--- config.mk ---
export PLATFORM = sky130hd
export DESIGN_NAME = chunked_body_decoder
export DESIGN_NICKNAME = d
export VERILOG_FILES = /design/src/cbd_pkg.sv /design/src/cbd_step.sv /design/src/chunked_body_decoder.sv
export VERILOG_INCLUDE_DIRS = /design/src /design/src/src
export SDC_FILE = /design/constraint.sdc
export NUM_CORES = 1
export LEC_CHECK = 0
export BUFFER_PORTS_ARGS = -buffer_cell sky130_fd_sc_hd__buf_2
export CORE_ASPECT_RATIO = 1.25
export CORE_MARGIN = 2
export CORE_UTILIZATION = 48
export DETAILED_ROUTE_END_ITERATION = 10
export PLACE_DENSITY_LB_ADDON = 0.25
export SYNTH_ARGS = -nofsm -noshare
export SYNTH_HDL_FRONTEND = slang
export SYNTH_HIERARCHICAL = 1
export SYNTH_SLANG_ARGS = --single-unit
--- constraint.sdc ---
create_clock -name clock -period 3.3 [get_ports clock]
set_input_delay 0.495 -clock clock [delete_from_list [all_inputs] [get_ports clock]]
set_output_delay 0.495 -clock clock [all_outputs]
set_load 0.1 [all_outputs]
--- src/chunked_body_decoder_assert.svh ---
// ----------------------------------------------------------------------------
// chunked body decoder assertion macros
// shared property forms for the decoder checks, clocked on clock,
// quiet while reset is high
// ----------------------------------------------------------------------------
`ifndef CHUNKED_BODY_DECODER_ASSERT_SVH
`define CHUNKED_BODY_DECODER_ASSERT_SVH

// condition in the same cycle
`define CBD_ASSERT_SAME(lbl, ante, cons) \
   lbl: assert property (@(posedge clock) disable iff (reset) (ante) |-> (cons)) \
      else $error("chunked body decoder check failed");

// condition in the following cycle
`define CBD_ASSERT_NEXT(lbl, ante, cons) \
   lbl: assert property (@(posedge clock) disable iff (reset) (ante) |=> (cons)) \
      else $error("chunked body decoder check failed");

`endif

--- src/cbd_pkg.sv ---
// ----------------------------------------------------------------------------
// cbd_pkg
// types, character codes and helpers shared by the chunked body decoder
// ----------------------------------------------------------------------------
`timescale 1ns / 1ps

package cbd_pkg;

   // default width of the chunk size counter
   localparam int SIZE_BITS_DEFAULT = 32;

   // request kinds
   localparam logic KIND_BYTE    = 1'b0;
   localparam logic KIND_RESTART = 1'b1;

   // response status codes
   localparam logic [1:0] ST_RUN  = 2'd0;
   localparam logic [1:0] ST_DONE = 2'd1;
   localparam logic [1:0] ST_ERR  = 2'd2;

   // characters of interest
   localparam logic [7:0] CH_CR    = 8'h0D;
   localparam logic [7:0] CH_LF    = 8'h0A;
   localparam logic [7:0] CH_SEMI  = 8'h3B;
   localparam logic [7:0] CH_0     = 8'h30;
   localparam logic [7:0] CH_9     = 8'h39;
   localparam logic [7:0] CH_LO_A  = 8'h61;
   localparam logic [7:0] CH_LO_F  = 8'h66;
   localparam logic [7:0] CH_UP_A  = 8'h41;
   localparam logic [7:0] CH_UP_F  = 8'h46;

   // decoder phase, one-hot
   typedef enum logic [7:0] {
      PH_SIZE    = 8'b0000_0001,
      PH_SIZE_CR = 8'b0000_0010,
      PH_DATA    = 8'b0000_0100,
      PH_DATA_CR = 8'b0000_1000,
      PH_DATA_LF = 8'b0001_0000,
      PH_TRAILER = 8'b0010_0000,
      PH_DONE    = 8'b0100_0000,
      PH_ERR     = 8'b1000_0000
   } cbd_phase_type;

   // single-bit line tracking flags
   typedef struct packed {
      logic size_bad;
      logic in_extension;
      logic trailer_nonempty;
      logic cr_pending;
   } cbd_flags_type;

   // one response
   typedef struct packed {
      logic [7:0] payload_byte;
      logic       payload_valid;
      logic [1:0] status;
   } cbd_result_type;

   // hex digit decode: bit 4 set when the character is a hex digit
   function automatic logic [4:0] hex_digit(input logic [7:0] c);
      logic [7:0] v;
      v = 8'd0;
      if (c >= CH_0 && c <= CH_9) begin
         v = c - CH_0;
         return {1'b1, v[3:0]};
      end else if (c >= CH_LO_A && c <= CH_LO_F) begin
         v = c - CH_LO_A + 8'd10;
         return {1'b1, v[3:0]};
      end else if (c >= CH_UP_A && c <= CH_UP_F) begin
         v = c - CH_UP_A + 8'd10;
         return {1'b1, v[3:0]};
      end
      return 5'd0;
   endfunction

endpackage

--- src/cbd_step.sv ---
// ----------------------------------------------------------------------------
// cbd_step
// next-state and response logic for one request: phase update, size
// nibble shift, data countdown and trailer line scan
// ----------------------------------------------------------------------------
`timescale 1ns / 1ps

module cbd_step #(
   parameter int SIZE_BITS = cbd_pkg::SIZE_BITS_DEFAULT
) (
   input  cbd_pkg::cbd_phase_type  phase_i,
   input  logic [SIZE_BITS-1:0]    bytes_left_i,
   input  cbd_pkg::cbd_flags_type  flags_i,
   input  logic                    kind_i,
   input  logic [7:0]              byte_i,
   output cbd_pkg::cbd_phase_type  phase_o,
   output logic [SIZE_BITS-1:0]    bytes_left_o,
   output cbd_pkg::cbd_flags_type  flags_o,
   output cbd_pkg::cbd_result_type result_o
);
   import cbd_pkg::*;

   localparam logic [SIZE_BITS-1:0] ONE = {{(SIZE_BITS-1){1'b0}}, 1'b1};

   logic [4:0]           nib;
   logic [SIZE_BITS-1:0] bytes_dec;
   logic                 size_zero;
   logic                 size_top_busy;
   cbd_phase_type        end_phase;
   logic                 pv;

   // shared helpers
   always_comb begin
      nib           = hex_digit(byte_i);
      bytes_dec     = bytes_left_i - ONE;
      size_zero     = (bytes_left_i == '0);
      size_top_busy = (bytes_left_i[SIZE_BITS-1 -: 4] != 4'd0);
      if (flags_i.size_bad) begin
         end_phase = PH_ERR;
      end else if (size_zero) begin
         end_phase = PH_TRAILER;
      end else begin
         end_phase = PH_DATA;
      end
   end

   // phase machine
   always_comb begin
      phase_o      = phase_i;
      bytes_left_o = bytes_left_i;
      flags_o      = flags_i;
      pv           = 1'b0;
      if (kind_i == KIND_RESTART) begin
         phase_o      = PH_SIZE;
         bytes_left_o = '0;
         flags_o      = '0;
      end else begin
         unique case (phase_i)
            PH_SIZE: begin
               priority if (byte_i == CH_CR) begin
                  phase_o = PH_SIZE_CR;
               end else if (byte_i == CH_LF) begin
                  phase_o              = end_phase;
                  flags_o.size_bad     = 1'b0;
                  flags_o.in_extension = 1'b0;
                  if (end_phase == PH_TRAILER) begin
                     flags_o.trailer_nonempty = 1'b0;
                     flags_o.cr_pending       = 1'b0;
                  end
               end else if (!flags_i.in_extension) begin
                  priority if (byte_i == CH_SEMI) begin
                     flags_o.in_extension = 1'b1;
                  end else if (!nib[4]) begin
                     flags_o.size_bad = 1'b1;
                  end else if (!flags_i.size_bad) begin
                     if (size_top_busy) begin
                        flags_o.size_bad = 1'b1;
                     end else begin
                        bytes_left_o = {bytes_left_i[SIZE_BITS-5:0], nib[3:0]};
                     end
                  end
               end
            end
            PH_SIZE_CR: begin
               if (byte_i == CH_LF) begin
                  phase_o              = end_phase;
                  flags_o.size_bad     = 1'b0;
                  flags_o.in_extension = 1'b0;
                  if (end_phase == PH_TRAILER) begin
                     flags_o.trailer_nonempty = 1'b0;
                     flags_o.cr_pending       = 1'b0;
                  end
               end else begin
                  phase_o = PH_ERR;
               end
            end
            PH_DATA: begin
               pv           = 1'b1;
               bytes_left_o = bytes_dec;
               if (bytes_dec == '0) begin
                  phase_o = PH_DATA_CR;
               end
            end
            PH_DATA_CR: begin
               phase_o = (byte_i == CH_CR) ? PH_DATA_LF : PH_ERR;
            end
            PH_DATA_LF: begin
               phase_o      = (byte_i == CH_LF) ? PH_SIZE : PH_ERR;
               bytes_left_o = '0;
            end
            PH_TRAILER: begin
               flags_o.cr_pending = 1'b0;
               // lf right after a line-ending cr is swallowed
               if (!(flags_i.cr_pending && byte_i == CH_LF)) begin
                  priority if (byte_i == CH_CR || byte_i == CH_LF) begin
                     flags_o.cr_pending       = (byte_i == CH_CR);
                     flags_o.trailer_nonempty = 1'b0;
                     if (!flags_i.trailer_nonempty) begin
                        phase_o = PH_DONE;
                     end
                  end else begin
                     flags_o.trailer_nonempty = 1'b1;
                  end
               end
            end
            default: begin
               // complete and error hold until restart
            end
         endcase
      end
   end

   // response fields
   always_comb begin
      result_o.payload_byte  = pv ? byte_i : 8'd0;
      result_o.payload_valid = pv;
      if (phase_o == PH_DONE) begin
         result_o.status = ST_DONE;
      end else if (phase_o == PH_ERR) begin
         result_o.status = ST_ERR;
      end else begin
         result_o.status = ST_RUN;
      end
   end

endmodule

--- src/chunked_body_decoder.sv ---
// The decoder takes one request per clock (a body byte or a restart) unless the
// response side stalls, and answers each with one response: the request is
// registered, its byte runs through the phase and size logic, and the response
// lands in an output register. Sustained rate is one request per cycle without
// stalls, as the phase and chunk-size registers feed back through the step logic.
// A response-side stall holds the output register and, once it holds a request,
// the input register; the block otherwise keeps both stages moving.
// ----------------------------------------------------------------------------
// chunked_body_decoder
// top level: input register, decoder state, step logic and response register
// ----------------------------------------------------------------------------
`timescale 1ns / 1ps
`include "chunked_body_decoder_assert.svh"

module chunked_body_decoder #(
   parameter int SIZE_BITS = cbd_pkg::SIZE_BITS_DEFAULT
) (
   input  logic       clock,
   input  logic       reset,
   input  logic       req_valid,
   output logic       req_stall,
   input  logic       req_kind,
   input  logic [7:0] req_byte_value,
   output logic       rsp_valid,
   input  logic       rsp_stall,
   output logic [7:0] rsp_payload_byte,
   output logic       rsp_payload_valid,
   output logic [1:0] rsp_status
);
   import cbd_pkg::*;

   logic                 in_valid_ff;
   logic                 in_kind_ff;
   logic [7:0]           in_byte_ff;
   logic                 out_free;
   logic                 advance;

   cbd_phase_type        phase_ff,      phase_in;
   logic [SIZE_BITS-1:0] bytes_left_ff, bytes_left_in;
   cbd_flags_type        flags_ff,      flags_in;
   cbd_result_type       result_in;
   cbd_result_type       rsp_ff;
   logic                 rsp_valid_ff;

   // handshake control
   assign out_free  = !rsp_valid_ff || !rsp_stall;
   assign advance   = in_valid_ff && out_free;
   assign req_stall = in_valid_ff && !out_free;

   // request register
   always_ff @(posedge clock) begin
      if (reset) begin
         in_valid_ff <= 1'b0;
      end else if (!req_stall) begin
         in_valid_ff <= req_valid;
      end
   end

   always_ff @(posedge clock) begin
      if (req_valid && !req_stall) begin
         in_kind_ff <= req_kind;
         in_byte_ff <= req_byte_value;
      end
   end

   // per-byte decode
   cbd_step #(
      .SIZE_BITS (SIZE_BITS)
   ) u_step (
      .phase_i      (phase_ff),
      .bytes_left_i (bytes_left_ff),
      .flags_i      (flags_ff),
      .kind_i       (in_kind_ff),
      .byte_i       (in_byte_ff),
      .phase_o      (phase_in),
      .bytes_left_o (bytes_left_in),
      .flags_o      (flags_in),
      .result_o     (result_in)
   );

   // decoder state
   always_ff @(posedge clock) begin
      if (reset) begin
         phase_ff      <= PH_SIZE;
         bytes_left_ff <= '0;
         flags_ff      <= '0;
      end else if (advance) begin
         phase_ff      <= phase_in;
         bytes_left_ff <= bytes_left_in;
         flags_ff      <= flags_in;
      end
   end

   // response register
   always_ff @(posedge clock) begin
      if (reset) begin
         rsp_valid_ff <= 1'b0;
      end else if (out_free) begin
         rsp_valid_ff <= in_valid_ff;
      end
   end

   always_ff @(posedge clock) begin
      if (advance) begin
         rsp_ff <= result_in;
      end
   end

   assign rsp_valid         = rsp_valid_ff;
   assign rsp_payload_byte  = rsp_ff.payload_byte;
   assign rsp_payload_valid = rsp_ff.payload_valid;
   assign rsp_status        = rsp_ff.status;

   // checks
   `CBD_ASSERT_SAME(a_payload_in_progress, rsp_valid_ff && rsp_ff.payload_valid, rsp_ff.status == ST_RUN)
   `CBD_ASSERT_SAME(a_payload_phase, rsp_valid_ff && rsp_ff.payload_valid, phase_ff == PH_DATA || phase_ff == PH_DATA_CR)
   `CBD_ASSERT_NEXT(a_restart_clears, advance && in_kind_ff == KIND_RESTART, phase_ff == PH_SIZE && bytes_left_ff == '0)
   `CBD_ASSERT_NEXT(a_done_sticky, phase_ff == PH_DONE && !(advance && in_kind_ff == KIND_RESTART), phase_ff == PH_DONE)

endmodule

==> results.yml, run 1 <==
outcome:
  outcome: "completed"
setup_path:
  worstPathCellList: "inv_1 -> ha_1 -> nor4b_2 -> nand3_1 -> or3_1 -> xnor2_1 -> nor3_1 -> buf_4 -> nand4_1 -> a21oi_1 -> nand2b_1 -> mux2i_1"
  crit_family: "simple AND/OR/NAND/NOR gates"
  startpoint: "bytes_left_ff[0]$_SDFFE_PP0P_"
  slowest_stage: "nor4b_2"
  rr_worst_depth: 12
  crit_required_ns: 3.56
  rr_endpoint: "phase_ff[3]$_SDFFE_PP0P_"
  reg2reg_from: "bytes_left_ff[0]$_SDFFE_PP0P_"
  worst-path-buf-inv: 2
  start_kind: "flop"
  cp_slowest_stage_delay_ns: 0.44
  critPathArrivalTime_ns: 3.25
  worstSetupPathType: "reg -> reg"
  critPathMaxFanout: 8
  worstSetupPathDepth: 12
  endpoint: "phase_ff[3]$_SDFFE_PP0P_"
  cp-end-kind: "flop"
  r2r_setup_slack_ns: 0.32
yosys:
  avgSynthCellArea_um2: 8.36
  syn_inst: 620
  synth_edf_count: 20
  synthDistinctLibCells: 78
  synth-warning-count: 6
  synthArstFlopShare: 0
  syn_nets: 639
  synth_flop_cell: "dfxtp_1"
  synthesis.area_um2: 5190
  ys_seq_elements: 66
  synth-seq-area-share: 0.293
die:
  fp.dieArea_um2: 11700
  fp.dieW_um: 97.0
  rows: 42
  ios: 26
  start_util: 0.491
  core_area_um2: 10600
  die_y_um: 120
global_routing:
  antenna_found_initial: 0
  overflow: 0
  track_usage: 0.222
  grt_max_degree: 91
  grt_pass1_vias: 4501
  grt_pass1_wl_um: 21400
drt:
  drtPass1Iterations: 6
  wl_per_cell_um: 16.7
  num_vias: 4697
  drc_errors: 0
  drtIter0Drc: 313
  wirelength_um: 12800
  post_drt_via_cell_ratio: 6.12
  ant_nets: 0
timing:
  finalHoldViolCount: 0
  rsz0062_at_grt: "false"
  maxSlewHeadroom: 0.286
  period_share: 0.904
  worst_slew_pin_slew_ns: 1.07
  setup_viol: 0
  slew_violations: 0
  worst_clock_skew_ns: 0.00422
  finalSetupTns_ns: 0
  post-route-min-period_ns: 2.98
  fmax_ghz: 0.335
finish:
  area_growth_pct: 8.81
  fill_cells: 994
  nNetsFinal: 650
  num_antenna_cells: 0
  final_common_cell: "nand2b_1"
  drive_gt1_frac: 0.142
  final_util: 0.534
  multiInputGateArea_um2: 3380
  regArea_um2: 1520
  layout_common_cells: "nand2b_1, nor2_1, dfxtp_1, nand2_1, mux2i_1"
  final_area_um2: 5640
clock_tree:
  clkTransAtPathRegs_ns: 0.06
  cts-root-buf: "clkbuf_16"
  clk_path_buf_depth: 2
  htreeDepth: 3
  cts_tree: "built"
  postCtsHoldBufs: 0
  cts_buffers: 9
  postCtsSetupRepairBufs: 0
  clock-sinks: 66
  clock_latency_ns: 0.34
  cts.repair.resized: 0
power_and_ir_drop:
  peakVddDrop_v: 0.000292
  power_density_nw_per_um2: 350
  p_leak_uw: 0.00206
placed_design:
  io_buffers: 25
  dpl.hpwl_um: 8770
  place.gp.congestion: 0.916
  place_area_um2: 5360
flow_run:
  cap_viol_max_count: 0
hold_path:
  hold_path_class: "in -> reg"
[logic make-up (layout without fill, tap and decap cells)]
logic type,after synthesis,in the layout,share of synthesized area
xor gates and xnor gates,19,19,0.0321
DFF,66,66,0.293
and+or+nand+nor,308,308,0.348
AOI/OAI and AO/OA,123,123,0.165
adders and majority gates,6,6,0.0145
buffers and inverters,51,67,0.0562
muxes,47,47,0.0914
[per-layer routing]
| layer | GRT usage | share of wire |
|---|---|---|
| met1 | 0.253 | 0.41 |
| met2 | 0.395 | 0.50 |
| met3 | 0.0335 | 0.046 |
| met4 | 0.125 | 0.038 |
| met5 | 0 | 0 |
[registers in the layout, indices dropped and copies added, names as in the netlist]
| signal | cells |
|---|---|
| bytes_left_ff | 32 |
| flags_ff | 4 |
| in_byte_ff | 8 |
| in_kind_ff | 1 |
| in_valid_ff | 1 |
| phase_ff | 8 |
| rsp_payload_byte | 8 |
| rsp_payload_valid | 1 |
| rsp_status | 2 |
| rsp_valid | 1 |
[metrics by stage]
| stage | setup slack (ns) | power [uW] | hold WS, ns | cells |
|---|---|---|---|---|
| after detailed placement | 0.365 | 1070 | 0.489 | 752 |
| after CTS | 0.305 | 2000 | 0.318 | 768 |
| after global routing | 0.109 | 2050 | 0.324 | 768 |
| after floorplan | 0.720 | 1040 | 0.445 | 620 |
| after global placement | 0.448 | 1070 | 0.482 | 752 |
| final | 0.316 | 1980 | 0.328 | 768 |
[synth_stat cells (5+ instances only)]
| library cell | number | area, um^2 |
|---|---|---|
| xnor2_1 | 12 | 105 |
| or3_1 | 5 | 31.3 |
| dfxtp_1 | 46 | 921 |
| nor3_1 | 17 | 85.1 |
| nor4_1 | 12 | 75.1 |
| a221oi_1 | 13 | 114 |
| nand3_1 | 7 | 35.0 |
| nand2_1 | 46 | 173 |
| clkbuf_1 | 24 | 90.1 |
| a21oi_1 | 38 | 190 |
| nor2_1 | 69 | 259 |
| xor2_1 | 7 | 61.3 |
| edfxtp_1 | 20 | 601 |
| buf_2 | 7 | 35.0 |
| ha_1 | 6 | 75.1 |
| and2_1 | 6 | 37.5 |
| nand2b_1 | 90 | 563 |
| a211oi_1 | 7 | 52.6 |
| o21ai_0 | 22 | 110 |
| nand4_1 | 5 | 31.3 |
| a32oi_1 | 6 | 52.6 |
| inv_1 | 11 | 41.3 |
| mux2i_1 | 44 | 440 |
[how the worst min path moves through the flow]
stage,depth (start not counted),from,endpoint,slack (ns)
final,1,req_byte_value[7],in_byte_ff[7]$_DFFE_PP_,0.33
after global routing,1,req_byte_value[6],in_byte_ff[6]$_DFFE_PP_,0.32
after CTS,1,req_byte_value[3],in_byte_ff[3]$_DFFE_PP_,0.32
after detailed placement,2,in_valid_ff$_SDFFE_PP0N_,rsp_valid$_SDFFE_PP0P_,0.49
after global placement,2,flags_ff[1]$_SDFFE_PP0P_,flags_ff[1]$_SDFFE_PP0P_,0.48
after floorplan,2,bytes_left_ff[22]$_SDFFE_PP0P_,bytes_left_ff[22]$_SDFFE_PP0P_,0.45
[cell type report]
class,instances,share of cell area
clock buffers,9,0.0399
clock inverters,7,0.0104
inverters,11,0.00732
multi-input cells,503,0.599
flip-flops and latches,66,0.270
well taps,132,0.0293
repair buffers,40,0.0443
[report_power, final]
group / internal [uW] / total, uW / switching (uW)
logic: 66.3 / 189 / 123
registers: 850 / 867 / 16.9
clock network: 521 / 921 / 400
total: 1440 / 1980 / 539
(Power assumes the default switching activity.)
==> run 2: changes to the inputs <==
- clock period: 3.3 -> 3.8 ns (I/O delays scaled with it)
==> results.yml, run 2 (synthesis gave the netlist of run 1 again) <==
outcome:
  outcome: "completed"
setup_path:
  critPathArrivalTime_ns: 3.39
  slowest_stage: "nor3_1"
  worstPathCellList: "inv_1 -> ha_1 -> nor4b_2 -> nand3_1 -> or3_1 -> xnor2_1 -> nor3_1 -> nand4_1 -> a21oi_1 -> nand2b_1 -> mux2i_1"
  start_kind: "flop"
  cp-end-kind: "flop"
  crit_family: "simple AND/OR/NAND/NOR gates"
  endpoint: "phase_ff[3]$_SDFFE_PP0P_"
  crit_required_ns: 4.06
  r2r_setup_slack_ns: 0.67
  worstSetupPathType: "reg -> reg"
  worstSetupPathDepth: 11
  startpoint: "bytes_left_ff[0]$_SDFFE_PP0P_"
  rr_worst_depth: 11
  rr_endpoint: "phase_ff[3]$_SDFFE_PP0P_"
  critPathMaxFanout: 8
  cp_slowest_stage_delay_ns: 0.48
  reg2reg_from: "bytes_left_ff[0]$_SDFFE_PP0P_"
  worst-path-buf-inv: 1
finish:
  layout_common_cells: "nand2b_1, nor2_1, dfxtp_1, nand2_1, mux2i_1"
  drive_gt1_frac: 0.136
  multiInputGateArea_um2: 3380
  final_cells: 764
  area_growth_pct: 7.99
  final_util: 0.530
  final_common_cell: "nand2b_1"
  num_antenna_cells: 0
  nNetsFinal: 646
  regMostFlops: "bytes_left_ff"
  final_area_um2: 5600
  regArea_um2: 1520
  fill_cells: 988
  largest_reg_flops: 32
clock_tree:
  clkTransAtPathRegs_ns: 0.06
  postCtsHoldBufs: 0
  clk_path_buf_depth: 2
  cts-root-buf: "clkbuf_16"
  cts_buffers: 9
  clock_latency_ns: 0.34
  postCtsSetupRepairBufs: 0
  clock-sinks: 66
  htreeDepth: 3
  cts_tree: "built"
  cts.repair.resized: 0
die:
  fp.dieW_um: 97.0
  die_y_um: 120
  start_util: 0.491
  fp.dieArea_um2: 11700
  rows: 42
  core_area_um2: 10600
  ios: 26
power_and_ir_drop:
  power_density_nw_per_um2: 307
  p_leak_uw: 0.00204
  peakVddDrop_v: 0.000251
hold_path:
  hold_path_class: "in -> reg"
drt:
  wl_per_cell_um: 17.2
  drtPass1Iterations: 5
  post_drt_via_cell_ratio: 6.14
  ant_nets: 0
  drtIter0Drc: 286
  drc_errors: 0
  wirelength_um: 13100
  num_vias: 4693
timing:
  worst_slew_pin_slew_ns: 1.14
  post-route-min-period_ns: 3.13
  finalSetupTns_ns: 0
  worst_slack_ns: 0.672
  slew_violations: 0
  fmax_ghz: 0.320
  maxSlewHeadroom: 0.238
  rsz0062_at_grt: "false"
  period_share: 0.823
  worst_clock_skew_ns: 0.00526
  finalHoldViolCount: 0
  setup_viol: 0
placed_design:
  dpl_worst_slack_ns: 0.733
  place_area_um2: 5320
  place.gp.congestion: 0.961
  place_inst: 748
  io_buffers: 25
  dpl.hpwl_um: 8700
global_routing:
  grt_max_degree: 91
  overflow: 0
  track_usage: 0.227
  grt_pass1_vias: 4492
  antenna_found_initial: 0
  grt_pass1_wl_um: 21900
flow_run:
  cap_viol_max_count: 0
## run 2: cell count changes in the layout (fill, tap and decap cells not counted), sizes merged
cell	previous run	this run
buf	40	36
## run 2: worst register-to-register path, stage by stage (launching register included)
cell,delay (ns)
dfxtp_1,0.37
inv_1,0.12
ha_1,0.29
nor4b_2,0.45
nand3_1,0.24
or3_1,0.37
xnor2_1,0.16
nor3_1,0.48
nand4_1,0.16
a21oi_1,0.18
nand2b_1,0.08
mux2i_1,0.15
## run 2: cell type report
cell class | instances | area share
Sequential cell | 66 | 0.272
Inverter | 11 | 0.00737
Multi-Input combinational cell | 503 | 0.604
Clock buffer | 9 | 0.0402
Tap cell | 132 | 0.0295
Timing Repair Buffer | 36 | 0.0371
Clock inverter | 7 | 0.0105
## run 2: per-layer routing
layer / wire length (um) / track usage / up-vias
met5: 0 / 0 / -
met4: 304 / 0.0986 / 0
met3: 654 / 0.0376 / 26
met2: 6690 / 0.408 / 166
met1: 5450 / 0.267 / 2245
li1: - / - / 2256
## run 2: power breakdown
part | internal (uW) | total, uW | switching, uW
sequential | 738 | 753 | 15.1
combinational | 56.8 | 165 | 108
clock | 453 | 802 | 349
## run 2: worst min-delay path by stage
stage | start | end | cells after the start
after global placement | in_valid_ff$_SDFFE_PP0N_ | rsp_valid$_SDFFE_PP0P_ | 2
after global routing | req_kind | in_kind_ff$_DFFE_PP_ | 1
after CTS | req_kind | in_kind_ff$_DFFE_PP_ | 1
after floorplan | bytes_left_ff[22]$_SDFFE_PP0P_ | bytes_left_ff[22]$_SDFFE_PP0P_ | 2
after detailed placement | in_valid_ff$_SDFFE_PP0N_ | rsp_valid$_SDFFE_PP0P_ | 2
final | req_byte_value[4] | in_byte_ff[4]$_DFFE_PP_ | 1
## run 2: per-stage QoR
stage,hold slack (ns),power (uW)
2_1_floorplan,0.445,906
3_3_place_gp,0.483,929
3_5_place_dp,0.511,933
4_1_cts,0.390,1740
5_1_grt,0.392,1780
6_report,0.401,1720
==> run 3: changes to the inputs <==
- clock period: 3.8 -> 2.58 ns (I/O delays scaled with it)
==> results.yml, run 3 (synthesis gave the netlist of run 1 again) <==
outcome:
  outcome: "completed"
drt:
  drtIter0Drc: 478
  num_vias: 5164
  drtPass1Iterations: 6
  ant_nets: 0
  wl_per_cell_um: 17.9
  drc_errors: 0
  post_drt_via_cell_ratio: 6.03
  wirelength_um: 15400
finish:
  final_util: 0.637
  layout_common_cells: "buf_4, nand2b_1, nor2_1, mux2i_1, dfxtp_1"
  nNetsFinal: 739
  final_common_cell: "buf_4"
  drive_gt1_frac: 0.313
  num_antenna_cells: 0
  largest_reg_flops: 32
  regMostFlops: "bytes_left_ff"
  final_cells: 857
  area_growth_pct: 29.7
  fill_cells: 843
setup_path:
  crit_family: "simple AND/OR/NAND/NOR gates"
  slowest_stage: "or4_4"
  rr_worst_depth: 10
  worstSetupPathDepth: 10
  critPathMaxFanout: 2
  cp_slowest_stage_delay_ns: 0.57
  critPathArrivalTime_ns: 2.83
  start_kind: "flop"
  rr_endpoint: "phase_ff[3]$_SDFFE_PP0P_"
  worstPathCellList: "or4_4 -> nor4_2 -> buf_4 -> and3_1 -> nand4b_1 -> nor4_4 -> nand4_1 -> a21oi_1 -> nand2b_1 -> mux2i_1"
  crit_required_ns: 2.85
  r2r_setup_slack_ns: 0.02
  worst-path-buf-inv: 1
  worstSetupPathType: "reg -> reg"
  reg2reg_from: "bytes_left_ff[8]$_SDFFE_PP0P_"
  cp-end-kind: "flop"
power_and_ir_drop:
  power_density_nw_per_um2: 390
  peakVddDrop_v: 0.000342
  p_leak_uw: 0.00265
timing:
  period_share: 0.993
  setup_viol: 0
  maxSlewHeadroom: 0.502
  post-route-min-period_ns: 2.56
  worst_clock_skew_ns: 0.00764
  fmax_ghz: 0.390
  whs_ns: 0.216
  finalHoldViolCount: 0
  slew_violations: 0
  worst_slew_pin_slew_ns: 0.745
  rsz0062_at_grt: "true"
die:
  rows: 42
  core_area_um2: 10600
  fp.dieArea_um2: 11700
  die_y_um: 120
  fp.dieW_um: 97.0
  start_util: 0.491
  ios: 26
hold_path:
  hold_path_class: "in -> reg"
  min-delay-start: "req_byte_value[2]"
  holdPathStages: 1
  hold_path_end: "in_byte_ff[2]$_DFFE_PP_"
clock_tree:
  clock_latency_ns: 0.34
  clock-sinks: 66
  cts_tree: "built"
  cts-root-buf: "clkbuf_16"
  clk_path_buf_depth: 2
  htreeDepth: 3
  postCtsHoldBufs: 0
  clkTransAtPathRegs_ns: 0.06
  cts_buffers: 9
placed_design:
  io_buffers: 25
  place.gp.congestion: 0.982
  place_inst: 819
  dpl.hpwl_um: 10000
global_routing:
  antenna_found_initial: 0
  overflow: 0
  grt_max_degree: 40
  grt_pass1_vias: 4865
  track_usage: 0.240
  grt_pass1_wl_um: 23200
flow_run:
  cap_viol_max_count: 0
run 3: changes by cell type in the layout (fill, tap and decap cells not counted), moves of 5 or more:
cell | previous run | this run
buf_4 | 11 | 91
ha_1 | 6 | 1
buf_6 | 0 | 8
a221oi_1 | 13 | 5
a221oi_2 | 0 | 8
run 3: report_power, final:
part	internal (uW)	switching [uW]
Clock	665	522
Combinational	140	199
Sequential	1090	15.1
Total	1890	736
run 3: metal layers:
layer / routed length, um / global-route usage
met5: 0 / 0
met4: 555 / 0.114
met3: 719 / 0.0295
met2: 8170 / 0.443
met1: 5930 / 0.275
run 3: repair_timing:
item / CTS / global route
gates resized for setup: 13 / 67
endpoints found under the hold margin: 0 / 0
setup buffers: 3 / 17
cloned: 0 / 2
pin swaps: 1 / 21
setup endpoints to repair: 26 / 32
run 3: how the worst max path moves through the flow:
stage	from	end
4_1_cts	bytes_left_ff[1]$_SDFFE_PP0P_	rsp_status[0]$_DFFE_PP_
2_1_floorplan	bytes_left_ff[7]$_SDFFE_PP0P_	phase_ff[3]$_SDFFE_PP0P_
5_1_grt	bytes_left_ff[1]$_SDFFE_PP0P_	bytes_left_ff[28]$_SDFFE_PP0P_
3_3_place_gp	bytes_left_ff[8]$_SDFFE_PP0P_	rsp_status[1]$_DFFE_PP_
3_5_place_dp	in_byte_ff[0]$_DFFE_PP_	rsp_status[0]$_DFFE_PP_
6_report	bytes_left_ff[8]$_SDFFE_PP0P_	phase_ff[3]$_SDFFE_PP0P_
run 3: cell type report:
class | instances | area (um^2) | area share
well taps | 132 | 165 | 0.0245
clock inverters | 7 | 58.8 | 0.00874
multi-input cells | 503 | 3720 | 0.553
clock buffers | 9 | 225 | 0.0335
flip-flops and latches | 66 | 1530 | 0.227
inverters | 11 | 41.3 | 0.00614
repair buffers | 129 | 993 | 0.148
run 3: worst register-to-register path: cells and delay by family (launching register included):
kind | cells | cell delay (ns)
and+or+nand+nor | 7 | 1.70
DFF | 1 | 0.32
AOI/OAI and AO/OA | 1 | 0.18
muxes | 1 | 0.12
buffers and inverters | 1 | 0.18
run 3: through the flow:
stage | instance area (um^2) | setup WS (ns) | power (uW) | setup TNS, ns
finish | 6730 | 0.0189 | 2630 | 0
global route | 6730 | -0.0688 | 2700 | -0.477
CTS | 6250 | 0.0110 | 2590 | 0
detailed placement | 5870 | -0.127 | 1400 | -1.09
global placement | 5870 | -0.0791 | 1390 | -0.231
floorplan | 5190 | 0.0167 | 1330 | 0
